===== config.mk =====
export PLATFORM = sky130hd
export DESIGN_NAME = shortest_remaining_time_scheduler_core
export DESIGN_NICKNAME = d
export VERILOG_FILES = /design/src/hw/rtl/srt_pkg.sv /design/src/hw/rtl/srt_ram.sv /design/src/hw/rtl/srt_pick.sv /design/src/hw/rtl/shortest_remaining_time_scheduler_core.sv
export SDC_FILE = /design/constraint.sdc
export NUM_CORES = 1
export LEC_CHECK = 0
export BUFFER_PORTS_ARGS = -buffer_cell sky130_fd_sc_hd__buf_2
export CAP_MARGIN = 30
export CORE_MARGIN = 2
export CORE_UTILIZATION = 42
export CTS_BUF_LIST = sky130_fd_sc_hd__clkbuf_8
export DETAILED_ROUTE_END_ITERATION = 10
export PLACE_DENSITY = 0.62
export SYNTH_ARGS = -nofsm -noshare
export SYNTH_HDL_FRONTEND = slang
export SYNTH_HIERARCHICAL = 1
export SYNTH_SLANG_ARGS = --single-unit

===== constraint.sdc =====
create_clock -name clock -period 8.2 [get_ports clock]
set_clock_uncertainty 0.15 [all_clocks]
set_input_delay 0.82 -clock clock [delete_from_list [all_inputs] [get_ports clock]]
set_output_delay 0.82 -clock clock [all_outputs]
set_load 0.1 [all_outputs]

===== src/hw/rtl/srt_pkg.sv =====
// Shared constants, status codes and types of the shortest-remaining-time scheduler.
`default_nettype none

package srt_pkg;

   // Sizing
   localparam int MAX_JOBS = 16;
   localparam int IDX_W    = $clog2(MAX_JOBS);
   localparam int SLOT_W   = 4;
   localparam int SVC_W    = 16;
   localparam int TIME_W   = 32;
   localparam int STAT_W   = 3;

   // Request actions
   localparam logic ACT_ARRIVE = 1'b0;
   localparam logic ACT_TICK   = 1'b1;

   // Result status codes
   localparam logic [STAT_W-1:0] ST_ACCEPT = 3'd0;
   localparam logic [STAT_W-1:0] ST_RAN    = 3'd1;
   localparam logic [STAT_W-1:0] ST_IDLE   = 3'd2;
   localparam logic [STAT_W-1:0] ST_BUSY   = 3'd3;
   localparam logic [STAT_W-1:0] ST_ZERO   = 3'd4;

   typedef logic [IDX_W-1:0] idx_type;

   // Control from the sequencer into the minimum finder
   typedef struct packed {
      logic    clear;
      logic    valid;
      idx_type idx;
   } pick_ctl_type;

   // Running result of the minimum finder
   typedef struct packed {
      logic             found;
      idx_type          slot;
      logic [SVC_W-1:0] best;
   } pick_res_type;

endpackage

`default_nettype wire


===== src/hw/rtl/srt_ram.sv =====
// Generic single-port-write, single-port-read RAM with registered read data.
`default_nettype none

module srt_ram #(
   parameter int WIDTH = 16,
   parameter int DEPTH = 16
) (
   input  wire logic                     clock,
   input  wire logic                     wr_en,
   input  wire logic [$clog2(DEPTH)-1:0] wr_addr,
   input  wire logic [WIDTH-1:0]         wr_data,
   input  wire logic [$clog2(DEPTH)-1:0] rd_addr,
   output logic      [WIDTH-1:0]         rd_data
);

   logic [WIDTH-1:0] mem_ff [DEPTH];
   logic [WIDTH-1:0] rd_data_ff;

   // Write port and registered read port
   always_ff @(posedge clock) begin
      if (wr_en) begin
         mem_ff[wr_addr] <= wr_data;
      end
      rd_data_ff <= mem_ff[rd_addr];
   end

   assign rd_data = rd_data_ff;

endmodule

`default_nettype wire


===== src/hw/rtl/srt_pick.sv =====
// Running minimum finder: keeps the busy slot with least remaining time seen so far.
`default_nettype none

module srt_pick (
   input  wire logic                           clock,
   input  wire logic                           reset,
   input  wire srt_pkg::pick_ctl_type          ctl,
   input  wire logic [srt_pkg::MAX_JOBS-1:0]   busy_slots,
   input  wire logic [srt_pkg::SVC_W-1:0]      rd_data,
   output srt_pkg::pick_res_type               res
);

   import srt_pkg::*;

   logic             found_ff, found_in;
   idx_type          slot_ff, slot_in;
   logic [SVC_W-1:0] best_ff, best_in;
   logic             take;

   // Strictly less keeps the lower slot on a tie, as slots arrive in order
   assign take = ctl.valid && busy_slots[ctl.idx] && (!found_ff || (rd_data < best_ff));

   always_comb begin
      found_in = found_ff;
      slot_in  = slot_ff;
      best_in  = best_ff;
      priority if (ctl.clear) begin
         found_in = 1'b0;
      end else if (take) begin
         found_in = 1'b1;
         slot_in  = ctl.idx;
         best_in  = rd_data;
      end else begin
         // nothing new: hold the best so far
         found_in = found_ff;
      end
   end

   always_ff @(posedge clock) begin
      if (reset) begin
         found_ff <= 1'b0;
      end else begin
         found_ff <= found_in;
      end
      slot_ff <= slot_in;
      best_ff <= best_in;
   end

   assign res.found = found_ff;
   assign res.slot  = slot_ff;
   assign res.best  = best_ff;

endmodule

`default_nettype wire


===== src/hw/rtl/shortest_remaining_time_scheduler_core.sv =====
// Top level of the shortest-remaining-time scheduler: sequencer, minimum finder, memories and result register.
//
// A request is taken when start is high and busy is low; every request gives exactly one
// result, shown for one cycle with rsp_strobe, and the receiver cannot stall it. An arrival
// is settled in the accepting cycle: its result appears on the next cycle and busy never
// rises, so a new request may follow at once. A tick scans the remaining-time memory one
// slot per cycle through its single read port, then reads the chosen job's arrival stamp
// and writes back its remaining time, which is skipped when no job waits; busy stays high
// meanwhile, and the result shows in the cycle busy falls, when the next request may
// already be taken. Remaining time and arrival stamp live in RAMs that hold no reset value;
// besides the control state, only slot occupancy and the time counter are cleared by reset,
// so no clearing pass is needed.
`default_nettype none

module shortest_remaining_time_scheduler_core (
   input  wire logic                          clock,
   input  wire logic                          reset,
   input  wire logic                          start,
   output logic                               busy,
   input  wire logic                          req_action,
   input  wire logic [srt_pkg::SLOT_W-1:0]    req_job_slot,
   input  wire logic [srt_pkg::SVC_W-1:0]     req_service_time,
   output logic                               rsp_strobe,
   output logic      [srt_pkg::STAT_W-1:0]    rsp_status,
   output logic      [srt_pkg::SLOT_W-1:0]    rsp_ran_slot,
   output logic      [srt_pkg::SVC_W-1:0]     rsp_remaining_after,
   output logic                               rsp_finished,
   output logic      [srt_pkg::TIME_W-1:0]    rsp_finish_stamp,
   output logic      [srt_pkg::TIME_W-1:0]    rsp_turnaround
);

   import srt_pkg::*;

   localparam idx_type LAST_IDX = IDX_W'(MAX_JOBS - 1);

   typedef enum logic [2:0] {
      S_IDLE,
      S_SCAN,
      S_DRAIN,
      S_ARD,
      S_FIN
   } state_type;

   state_type             state_ff, state_in;
   idx_type               scan_ff, scan_in;
   logic                  chk_valid_ff, chk_valid_in;
   idx_type               chk_idx_ff, chk_idx_in;
   logic [TIME_W-1:0]     now_ff, now_in;
   logic [MAX_JOBS-1:0]   busy_slots_ff, busy_slots_in;

   logic                  rsp_strobe_ff, rsp_strobe_in;
   logic [STAT_W-1:0]     status_ff, status_in;
   logic [SLOT_W-1:0]     ran_slot_ff, ran_slot_in;
   logic [SVC_W-1:0]      remaining_ff, remaining_in;
   logic                  finished_ff, finished_in;
   logic [TIME_W-1:0]     finish_stamp_ff, finish_stamp_in;
   logic [TIME_W-1:0]     turnaround_ff, turnaround_in;

   logic                  accept;
   idx_type               arr_idx;
   logic                  slot_out_of_range;
   logic                  rem_we, arr_we;
   idx_type               rem_wr_addr;
   logic [SVC_W-1:0]      rem_wr_data;
   logic [SVC_W-1:0]      rem_rd_data;
   logic [TIME_W-1:0]     arr_rd_data;
   logic [SVC_W-1:0]      rem_dec;
   logic [TIME_W-1:0]     now_inc;
   pick_ctl_type          pick_ctl;
   pick_res_type          pick_res;

   assign accept            = start && (state_ff == S_IDLE);
   assign arr_idx           = IDX_W'(req_job_slot);
   assign slot_out_of_range = ({{(TIME_W-SLOT_W){1'b0}}, req_job_slot} >= TIME_W'(MAX_JOBS));
   assign rem_dec           = pick_res.best - SVC_W'(1);
   assign now_inc           = now_ff + TIME_W'(1);

   // Minimum finder fed by the scan read stream
   assign pick_ctl.clear = accept;
   assign pick_ctl.valid = chk_valid_ff;
   assign pick_ctl.idx   = chk_idx_ff;

   srt_pick u_pick (
      .clock      (clock),
      .reset      (reset),
      .ctl        (pick_ctl),
      .busy_slots (busy_slots_ff),
      .rd_data    (rem_rd_data),
      .res        (pick_res)
   );

   // Remaining time per slot; read address walks the slots during a scan
   srt_ram #(.WIDTH(SVC_W), .DEPTH(MAX_JOBS)) u_rem_ram (
      .clock   (clock),
      .wr_en   (rem_we),
      .wr_addr (rem_wr_addr),
      .wr_data (rem_wr_data),
      .rd_addr (scan_ff),
      .rd_data (rem_rd_data)
   );

   // Arrival stamp per slot; read at the chosen slot once the scan is over
   srt_ram #(.WIDTH(TIME_W), .DEPTH(MAX_JOBS)) u_arr_ram (
      .clock   (clock),
      .wr_en   (arr_we),
      .wr_addr (arr_idx),
      .wr_data (now_ff),
      .rd_addr (pick_res.slot),
      .rd_data (arr_rd_data)
   );

   // Sequencer: next state, memory writes and the result
   always_comb begin
      state_in        = state_ff;
      scan_in         = scan_ff;
      chk_valid_in    = 1'b0;
      chk_idx_in      = scan_ff;
      now_in          = now_ff;
      busy_slots_in   = busy_slots_ff;
      rsp_strobe_in   = 1'b0;
      status_in       = ST_IDLE;
      ran_slot_in     = '0;
      remaining_in    = '0;
      finished_in     = 1'b0;
      finish_stamp_in = '0;
      turnaround_in   = '0;
      rem_we          = 1'b0;
      arr_we          = 1'b0;
      rem_wr_addr     = arr_idx;
      rem_wr_data     = req_service_time;

      unique case (state_ff)
         S_IDLE: begin
            if (accept) begin
               if (req_action == ACT_TICK) begin
                  state_in = S_SCAN;
                  scan_in  = '0;
               end else begin
                  rsp_strobe_in = 1'b1;
                  priority if (req_service_time == '0) begin
                     status_in = ST_ZERO;
                  end else if (slot_out_of_range || busy_slots_ff[arr_idx]) begin
                     status_in = ST_BUSY;
                  end else begin
                     status_in              = ST_ACCEPT;
                     rem_we                 = 1'b1;
                     arr_we                 = 1'b1;
                     busy_slots_in[arr_idx] = 1'b1;
                  end
               end
            end
         end
         S_SCAN: begin
            chk_valid_in = 1'b1;
            chk_idx_in   = scan_ff;
            if (scan_ff == LAST_IDX) begin
               state_in = S_DRAIN;
            end else begin
               scan_in = scan_ff + IDX_W'(1);
            end
         end
         S_DRAIN: begin
            // last compare lands in the finder at the end of this cycle
            state_in = S_ARD;
         end
         S_ARD: begin
            if (pick_res.found) begin
               state_in = S_FIN;
            end else begin
               state_in      = S_IDLE;
               now_in        = now_inc;
               rsp_strobe_in = 1'b1;
               status_in     = ST_IDLE;
            end
         end
         S_FIN: begin
            state_in      = S_IDLE;
            now_in        = now_inc;
            rem_we        = 1'b1;
            rem_wr_addr   = pick_res.slot;
            rem_wr_data   = rem_dec;
            rsp_strobe_in = 1'b1;
            status_in     = ST_RAN;
            ran_slot_in   = SLOT_W'(pick_res.slot);
            remaining_in  = rem_dec;
            if (rem_dec == '0) begin
               busy_slots_in[pick_res.slot] = 1'b0;
               finished_in     = 1'b1;
               finish_stamp_in = now_inc;
               turnaround_in   = now_inc - arr_rd_data;
            end
         end
         default: begin
            state_in = S_IDLE;
         end
      endcase
   end

   // State, control and registered result
   always_ff @(posedge clock) begin
      if (reset) begin
         state_ff      <= S_IDLE;
         chk_valid_ff  <= 1'b0;
         now_ff        <= '0;
         busy_slots_ff <= '0;
         rsp_strobe_ff <= 1'b0;
      end else begin
         state_ff      <= state_in;
         chk_valid_ff  <= chk_valid_in;
         now_ff        <= now_in;
         busy_slots_ff <= busy_slots_in;
         rsp_strobe_ff <= rsp_strobe_in;
      end
      scan_ff         <= scan_in;
      chk_idx_ff      <= chk_idx_in;
      status_ff       <= status_in;
      ran_slot_ff     <= ran_slot_in;
      remaining_ff    <= remaining_in;
      finished_ff     <= finished_in;
      finish_stamp_ff <= finish_stamp_in;
      turnaround_ff   <= turnaround_in;
   end

   assign busy                = (state_ff != S_IDLE);
   assign rsp_strobe          = rsp_strobe_ff;
   assign rsp_status          = status_ff;
   assign rsp_ran_slot        = ran_slot_ff;
   assign rsp_remaining_after = remaining_ff;
   assign rsp_finished        = finished_ff;
   assign rsp_finish_stamp    = finish_stamp_ff;
   assign rsp_turnaround      = turnaround_ff;

endmodule

`default_nettype wire


* Word level (Yosys, flattened, before mapping)
Memory sizes are Yosys's and may differ from the RTL's. A register that Yosys moved wholly into a read port is not among the register bits. Index checks and enable logic that the tools add are counted. W data, S select, Z words.
Word-level totals: flip-flop bits (word level) 170, latch bits 0, memory bits (writable) 768, memory bits (read-only) 0, bits of input ports 24, output and inout bits 90, word-level logic and storage cells 115, memories kept 2
Memory list:
- u_arr_ram.mem_ff | depth 16, bits a word 32, rd ports 1, clocked after Yosys merged registers in 1, write ports 1, line srt_ram.sv:16 | logic [WIDTH-1:0] mem_ff [DEPTH];
- u_rem_ram.mem_ff | depth 16, bits a word 16, rd ports 1, clocked after Yosys merged registers in 1, write ports 1, line srt_ram.sv:16
Cells by class: add/sub/neg operators 4, multipliers 0, divide/modulo/power cells 0, $lt $le $gt $ge 6, equal/unequal tests 14, shift-type cells 0, muxes and demuxes 48, bitwise logic cells 4, reductions and logical operators 21
Operator list (count):
- $mux W16 | 6
- $pmux W32 S2 | 1
- $add A32 B1 Y32 const B | 1
- $logic_not A16 Y1 | 2
- $mux W32 | 1
- $pmux W16 S2 | 1
- $sub A32 B32 Y32 | 1
- $mux W3 | 7
- $mux W1 | 18
- $ne A2 B2 Y1 const B | 9
- $and A16 B16 Y16 | 1
- $lt A16 B16 Y1 | 1
- $mux W4 | 4
- $not A16 Y16 | 1
- $or A16 B16 Y16 | 1
- $sub A16 B1 Y16 const B | 1
- $lt A4 B5 Y1 const B | 3
- $pmux W3 S4 | 1
- $bmux W1 S4 | 2
- $demux W1 S4 | 2
- $ge A4 B1 Y1 const B | 2
- $pmux W4 S2 | 1
- $eq A3 B2 Y1 const B | 2
- $pmux W3 S2 | 1
- other kinds (19) | 27

* Longest topological paths before layout
Gate-level depths: netlist of the first run.
depth after elaboration 10, depth in mapped cells 17, depth with buffers taken out 17

* Hierarchy
The synthesis of the first run kept the hierarchy.
Modules (own cells, without submodules):
- srt_ram (u_arr_ram) | instances 1, cells each 838, area each 19835.3 µm²
- srt_ram (u_rem_ram) | instances 1, cells each 432, area each 10042.1 µm²
- shortest_remaining_time_scheduler_core | instances 1, cells each 890, area each 7614.8 µm²
- srt_pick | instances 1, cells each 93, area each 1184.9 µm²

* Worst setup path before layout of the first run
OpenSTA, ideal clock, no wires.
kind in2reg, from input req_job_slot[0] (netlist name), to memory u_arr_ram/mem_ff[0][0] (netlist name) (enable), setup time 0.461 ns, arrival time 5.083 ns, data required time 7.589 ns, slack 2.505 ns, cell stages on the path 8, path through buf_2 > mux4_2 > mux4_2 > inv_1 > nand3_1 > inv_1 > or3b_2 > nor3_1
On the way: cells in the longest elaborated chain, start to end 9
RTL lines:
- start, declared | line shortest_remaining_time_scheduler_core.sv:21 | input wire logic [srt_pkg::SLOT_W-1:0] req_job_slot,
- $bmux W1 S4 | line shortest_remaining_time_scheduler_core.sv:142 | end else if (slot_out_of_range || busy_slots_ff[arr_idx]) begin
- $mux W1 (not written as such) | line shortest_remaining_time_scheduler_core.sv:142
- $mux W1 | line shortest_remaining_time_scheduler_core.sv:142
- $mux W1 | line shortest_remaining_time_scheduler_core.sv:140 | priority if (req_service_time == '0) begin
- $mux W1 | line shortest_remaining_time_scheduler_core.sv:135 | if (req_action == ACT_TICK) begin
- $mux W1 | line shortest_remaining_time_scheduler_core.sv:134 | if (accept) begin
- $mux W1 | line shortest_remaining_time_scheduler_core.sv:132 | unique case (state_ff)
- via arr_we | line shortest_remaining_time_scheduler_core.sv:62 | logic rem_we, arr_we;
- $mux W1 | line srt_ram.sv:21 | if (wr_en) begin
- $mux W1 (not written as such) | line srt_ram.sv:22 | mem_ff[wr_addr] <= wr_data;
- end, declared | line srt_ram.sv:16
The timed path passes the listed nets, and every way through them passes these cells. The select of a mux whose other input is x is not followed.

* Final worst setup path of the first run
from register now_ff[1], to register turnaround_ff[29], in the netlist rsp_turnaround[29]
On the way: cells in the longest elaborated chain, start to end 2
RTL lines:
- start, declared | line shortest_remaining_time_scheduler_core.sv:48 | logic [TIME_W-1:0] now_ff, now_in;
- start signal, assigned | line shortest_remaining_time_scheduler_core.sv:210 | now_ff <= now_in;
- $add A32 B1 Y32 | line shortest_remaining_time_scheduler_core.sv:76 | assign now_inc = now_ff + TIME_W'(1);
- $sub A32 B32 Y32 | line shortest_remaining_time_scheduler_core.sv:190 | turnaround_in = now_inc - arr_rd_data;
- end signal, assigned | line shortest_remaining_time_scheduler_core.sv:221 | turnaround_ff <= turnaround_in;
- end, declared | line shortest_remaining_time_scheduler_core.sv:57 | logic [TIME_W-1:0] turnaround_ff, turnaround_in;
Every way passes these cells. A chain may end at the register's enable or synchronous reset.

==> results of run 1 <==
## worst reg2reg max path, stage by stage, from the launching register on
cell       delay [ns]
dfxtp_1          0.74
ha_1             0.36
nand3_1          0.21
nor3_1           0.41
and3_1           0.31
and2_1           0.27
and3_1           0.25
nand2_1          0.11
xnor2_1          0.28
ha_1             0.32
a21o_1           0.21
a21o_1           0.20
or3_1            0.31
a2111oi_0        0.72
o21bai_1         0.18
a21oi_1          0.21
xor2_1           0.18
nor2_1           0.06
## final timing paths
kind	start	to	slack [ns]	cells past startpoint
max	now_ff[1]	rsp_turnaround[29]	2.58	17
min	start	state_ff[0]	0.22	3
max reg2reg	now_ff[1]	rsp_turnaround[29]	2.58	17
min reg2reg	u_rem_ram/rd_data[3]	u_pick/best_ff[3]	0.25	0
## state kept, by name (all words and copies together) (netlist names), 16 cells and up
name	cells
busy_slots_ff	16
u_pick/best_ff	16
rsp_finish_stamp	32
rsp_remaining_after	16
rsp_turnaround	32
u_rem_ram/mem_ff	256
u_arr_ram/mem_ff	512
now_ff	32
u_rem_ram/rd_data	16
u_arr_ram/rd_data	32
## synth_stat cells (6+ instances only)
cell and count:
clkbuf_1 44, a22oi_1 96, or3_1 13, and3_1 18, buf_6 7, edfxtp_1 792
xnor2_1 53, a211oi_1 7, nand3_1 21, inv_1 70, mux4_2 189, o21ai_0 37
buf_4 13, and2_1 13, a32oi_1 12, nand2b_1 11, nand2_1 130, nor3_1 33
a21o_1 36, buf_1 17, buf_2 15, dfxtp_1 194, mux4_1 10, a21oi_1 46
nand4_1 13, nor2b_1 38, nor2_1 141, ha_1 50, xor2_1 44, nor4_1 6
## per-layer routing
metal,vias up,track usage [%]
met5,-,0
met4,2,6.90
met3,166,4.15
met2,830,30.4
met1,11000,27.0
li1,9331,-
## logic make-up after synthesis
family | after synthesis
compound gates | 282
buf+inv | 167
fa+ha+maj | 51
flops | 986
simple gates | 469
xor+xnor | 97
mux | 201
## final cells by class
cell class	instances	area, um^2
Sequential cell	986	27700
Clock inverter	122	777
Clock buffer	175	2410
Tap cell	1186	1480
Inverter	71	267
Fill cell	7736	47500
Multi-Input combinational cell	1100	10400
Antenna cell	1	2.50
Timing Repair Buffer	164	986
## where the power goes
group	leakage (nW)	switching (mW)	internal (mW)	total [mW]
Sequential	8.86	0.0331	5.42	5.45
Clock	1.87	1.98	2.19	4.16
Combinational	4.81	0.209	0.134	0.343
## per-stage QoR
stage | hold WS (ns) | std cells | instance area (um^2) | util (%)
6_report | 0.221 | 3805 | 44000 | 48.1
5_1_grt | 0.205 | 3804 | 44000 | 48.1
4_1_cts | 0.148 | 3804 | 44000 | 48.1
3_5_place_dp | 0.275 | 3507 | 40800 | 44.6
3_3_place_gp | 0.278 | 3506 | 40800 | 44.6
2_1_floorplan | 0.241 | 2253 | 38700 | -
==> impl_results.md, run 1 <==
- CTS clock-pin slew for the worst setup and hold paths: 0.07 ns
- IO Pins: 114
- Crit-path cells: ha_1, nand3_1, nor3_1, and3_1, and2_1, and3_1, nand2_1, xnor2_1, ha_1, a21o_1, a21o_1, or3_1, a2111oi_0, o21bai_1, a21oi_1, xor2_1, nor2_1
- Dominant cells by area after synthesis: edfxtp_1 61%, mux4_2 11%, dfxtp_1 10%, a22oi_1 1.9%, ha_1 1.6%
- CTS tree: done
- Slowest stage delay, CP: 0.74 ns
- Worst EP arrival: 6.14 ns
- Met2 routed WL: 42500 um
- Post-CTS sizing: 0
- Maximum VDD drop: 0.158 mV
- Final Hold Fails: 0
- Sequential area share after synthesis: 71.5%
- Cells after Synth: 2253
- Async set-reset flop share out of synthesis: 0%
- CP startpoint kind: register
- Post-Place Worst Slack: 2.78 ns
- Hold Crit Class: primary input to register
- Die Area: 0.0945 mm^2
- Drc violations: 0
- Final Cycle Share: 68.5%
- Final Setup Violations: 0
- Yosys reg bits: 986
- Synth top area share: 61.5%
- Top Layer Used: met5
- Drt first-iter violations: 2120
- Critical path required time: 8.73 ns
- PD cells: 226 mW/mm^2
- P&R area growth vs syn: 13.8%
- Setup bufs post-CTS: 0
- Lkg Pwr: 15.5 nW
- GRT overflow: 0
- Post-synth cell types: 74
- CP top delay family: simple AND/OR/NAND/NOR gates
- CTS Hold Bufs: 0
- Minimum clock period: 5.62 ns
- Total number of vias: 21300
- Largest net degree at the start of global routing: 133
- Drt total wl: 90900 um
- Fraction of synthesized area in multiplexers: 11.7%
- CP max stage cell: dfxtp_1
- Xor and xnor area share after synthesis: 2.20%
- Largest family of logic cells by synthesized area: multiplexers
- Chip Width: 307 um
- Core area: 0.0915 mm^2
- Initial core utilization: 42.3%
- Synth Area in Simple Gates: 5.87%
- CP Buf/Inv Count: 0
- Total power: 9.95 mW
- PortBufs: 113
- Vias in the first global route: 22200
- # rows: 111
- Area of the mapped netlist: 0.0387 mm^2
- HPWL after detailed placement: 53700 um
- Post-synth EDFFs: 792
- Routability cong.: 0.810
- Area leader, netlist: edfxtp_1
- CP Class: register to register
- Most frequent cells in the layout: 792 x edfxtp_1, 194 x dfxtp_1, 189 x mux4_2
- Max cap viols: 0
- Worst slew pin tran: 1.00 ns
- Layout cells sized above 1: 23.5%
- Outcome: finished, final reports clean
- First-pass GRT wire length: 137000 um
- Setup TNS: 0 ns
- Routed Antenna Nets: 0
- Gr usage total: 19.4%
- Root buffer cell: clkbuf_8
- Yosys Warn Count: 6
- Setup crit end kind: register
- Syn avg cell area: 17.2 um^2
- Commonest non-fill, non-tap cell in the layout: edfxtp_1
- CTS Buf Count: 159
- Final WS setup: 2.58 ns
- M1 wire length: 39200 um
- Initial antenna violation count: 2
- Met3 wire length: 6760 um
- Die H: 307 um
- Longest Clk Path Bufs: 3
- Sink Count: 986
- Pre-antenna DRT Iters: 5
- Peak Freq: 178 MHz
- RSZ-0062 raised after global routing: no
- Avg WL per Cell: 23.9 um
- Top FF cell, synth: edfxtp_1
- Skew-Pair Late Insertion Delay: 0.84 ns
- H-tree depth: 4
- Syn Nets: 2328
- Max FO, Critical Path: 20
- Max Slew Vio Count: 0
- Area share of fa/ha/maj cells after synthesis: 1.67%
- Fin nets: 2557
- Synth Area in Compound Gates: 5.06%
- Vias per inst: 5.61
- Rel. slew slack: 32.9%
No activity file was read; power rests on OpenSTA's default activity.
==> run 2, diff against run 1 <==
==> constraint.sdc (replaced) <==
create_clock -name clock -period 5.7 [get_ports clock]
set_clock_uncertainty 0.15 [all_clocks]
set_input_delay 0.57 -clock clock [delete_from_list [all_inputs] [get_ports clock]]
set_output_delay 0.57 -clock clock [all_outputs]
set_load 0.1 [all_outputs]
==> run 2 against run 1 <==
  * Non-clock buffer count increased by 22
  * Highest routed layer is now met4
  * Largest power group unchanged
  * Critical path type unchanged
  * Final cell count is 0.37% higher
  * Cell area is 0.41% higher
==> impl_results.md, run 2 (synthesis results as in run 1) <==
- Outcome: finished, final reports clean (unchanged)
- Drt total wl: 89500 um (was 90900 um)
- Setup crit end kind: register (unchanged)
- Setup TNS: 0 ns (unchanged)
- Avg WL per Cell: 23.4 um (was 23.9 um)
- Total number of vias: 21200 (was 21300)
- Final Hold Fails: 0 (unchanged)
- Total power: 14.1 mW (was 9.95 mW)
- Commonest non-fill, non-tap cell in the layout: edfxtp_1 (unchanged)
- Hold Crit Class: primary input to register (unchanged)
- PD cells: 320 mW/mm^2 (was 226 mW/mm^2)
- Largest net degree at the start of global routing: 133 (unchanged)
- GRT overflow: 0 (unchanged)
- # rows: 111 (unchanged)
- Worst slew pin tran: 0.955 ns (was 1.00 ns)
- Vias per inst: 5.54 (was 5.61)
- Max cap viols: 0 (unchanged)
- Drt first-iter violations: 1981 (was 2120)
- Max FFs per register: 512 (unchanged)
- Sink Count: 986 (unchanged)
- Gr usage total: 19.0% (was 19.4%)
- Final Cycle Share: 86.2% (was 68.5%)
- Max FO, Critical Path: 21 (was 20)
- Final Setup Violations: 0 (unchanged)
- PortBufs: 113 (unchanged)
- CP Class: register to register (unchanged)
- Lkg Pwr: 15.6 nW (was 15.5 nW)
- Fin nets: 2577 (was 2557)
- Longest Clk Path Bufs: 3 (unchanged)
- Vias in the first global route: 21700 (was 22200)
- Drc violations: 0 (unchanged)
- R2r setup slk: 0.79 ns (was 2.58 ns)
- Worst EP arrival: 5.46 ns (was 6.14 ns)
- Peak Freq: 203 MHz (was 178 MHz)
- RSZ-0062 raised after global routing: no (unchanged)
- First-pass GRT wire length: 134000 um (was 137000 um)
- CTS clock-pin slew for the worst setup and hold paths: 0.06 ns (was 0.07 ns)
- Minimum clock period: 4.91 ns (was 5.62 ns)
- Hold WS: 0.105 ns (was 0.221 ns)
- Maximum VDD drop: 0.226 mV (was 0.158 mV)
- Pre-antenna DRT Iters: 5 (unchanged)
- P&R area growth vs syn: 14.3% (was 13.8%)
- Skew-Pair Late Insertion Delay: 0.83 ns (was 0.84 ns)
- Routed Antenna Nets: 0 (unchanged)
- Final WS setup: 0.786 ns (was 2.58 ns)
- Root buffer cell: clkbuf_8 (unchanged)
- CTS Buf Count: 157 (was 159)
- Most frequent cells in the layout: 792 x edfxtp_1, 194 x dfxtp_1, 189 x mux4_2 (unchanged)
- Die H: 307 um (unchanged)
- Post-CTS sizing: 0 (unchanged)
- Initial core utilization: 42.3% (unchanged)
- Post-Place Worst Slack: 0.810 ns (was 2.78 ns)
- IO Pins: 114 (unchanged)
- Max Slew Vio Count: 0 (unchanged)
- Chip Width: 307 um (unchanged)
- Layout cells sized above 1: 24.1% (was 23.5%)
- CP startpoint kind: register (unchanged)
- H-tree depth: 4 (unchanged)
- Initial antenna violation count: 1 (was 2)
- CTS tree: done (unchanged)
- Largest regs: u_arr_ram/mem_ff: 512 flops, u_rem_ram/mem_ff: 256 flops (unchanged)
- Reg with most FFs: u_arr_ram/mem_ff (unchanged)
- Die Area: 0.0945 mm^2 (unchanged)
- Rel. slew slack: 36.3% (was 32.9%)
- Critical path required time: 6.24 ns (was 8.73 ns)
- HPWL after detailed placement: 54900 um (was 53700 um)
- Core area: 0.0915 mm^2 (unchanged)
- Routability cong.: 0.861 (was 0.810)
-- run 2: cell types whose count changed in the layout (fill, tap and decap cells not counted), moves of 2 or more --
cell           before  now
buf_4              48   58
inv_1             136  126
clkinv_2           15   20
buf_12              3    7
dlygate4sd3_1       0    4
buf_16              0    3
bufinv_16           6    3
clkinv_8            5    3
inv_12              3    5
-- run 2: final timing paths --
check,end,cells after the start,start
worst max-delay path,rsp_turnaround[29],16,now_ff[5]
worst min-delay path,busy_slots_ff[7],3,req_job_slot[2]
worst max register to register,rsp_turnaround[29],16,now_ff[5]
worst min register to register,u_pick/best_ff[12],0,u_rem_ram/rd_data[12]
-- run 2: area by class of cell --
class                      count  area [um^2]
tap                         1186         1480
fill                        7631        47300
multi-input combinational   1100        10400
clock inverter               113          669
sequential                   986        27700
timing repair buffer         186         1280
clock buffer                 175         2410
inverter                      71          267
antenna                        2         5.00
-- run 2: repair_timing --
action | 4_1_cts | 5_1_grt
hold buffers | 4 | 0
setup buffers | 0 | 0
hold endpoints to repair | 4 | 0
-- run 2: power breakdown --
group          total (mW)  internal (mW)  switching (mW)  leakage, nW
sequential           7.84           7.79          0.0465         8.86
combinational       0.497          0.196           0.301         4.96
clock                5.80           3.01            2.79         1.80
-- run 2: layer usage --
metal	wire [um]	part of all wire, %	track usage (%)
met1	38800	43	26.3
met2	42600	48	30.2
met3	5890	6.6	3.65
met4	2110	2.4	6.69
met5	0	0	0
-- run 2: worst max-delay path, stage by stage, from the launching register on --
cell and delay (ns):
dfxtp_1 0.71, nand2_1 0.16, nor3_1 0.36, and3_1 0.32
and2_1 0.29, and3_1 0.24, nand2_1 0.10, xnor2_1 0.27
ha_1 0.31, a21o_1 0.20, a21o_1 0.20, or3_1 0.31
a2111oi_0 0.57, o21bai_1 0.18, a21oi_1 0.20, xor2_1 0.16
nor2_1 0.05
-- run 2: per-stage QoR --
stage | cells | util, % | area [um^2]
global route | 3817 | 48.3 | 44200
detailed placement | 3525 | 44.9 | 41100
global placement | 3521 | 44.8 | 41000
finish | 3819 | 48.3 | 44200
CTS | 3817 | 48.3 | 44200
floorplan | 2253 | - | 38700
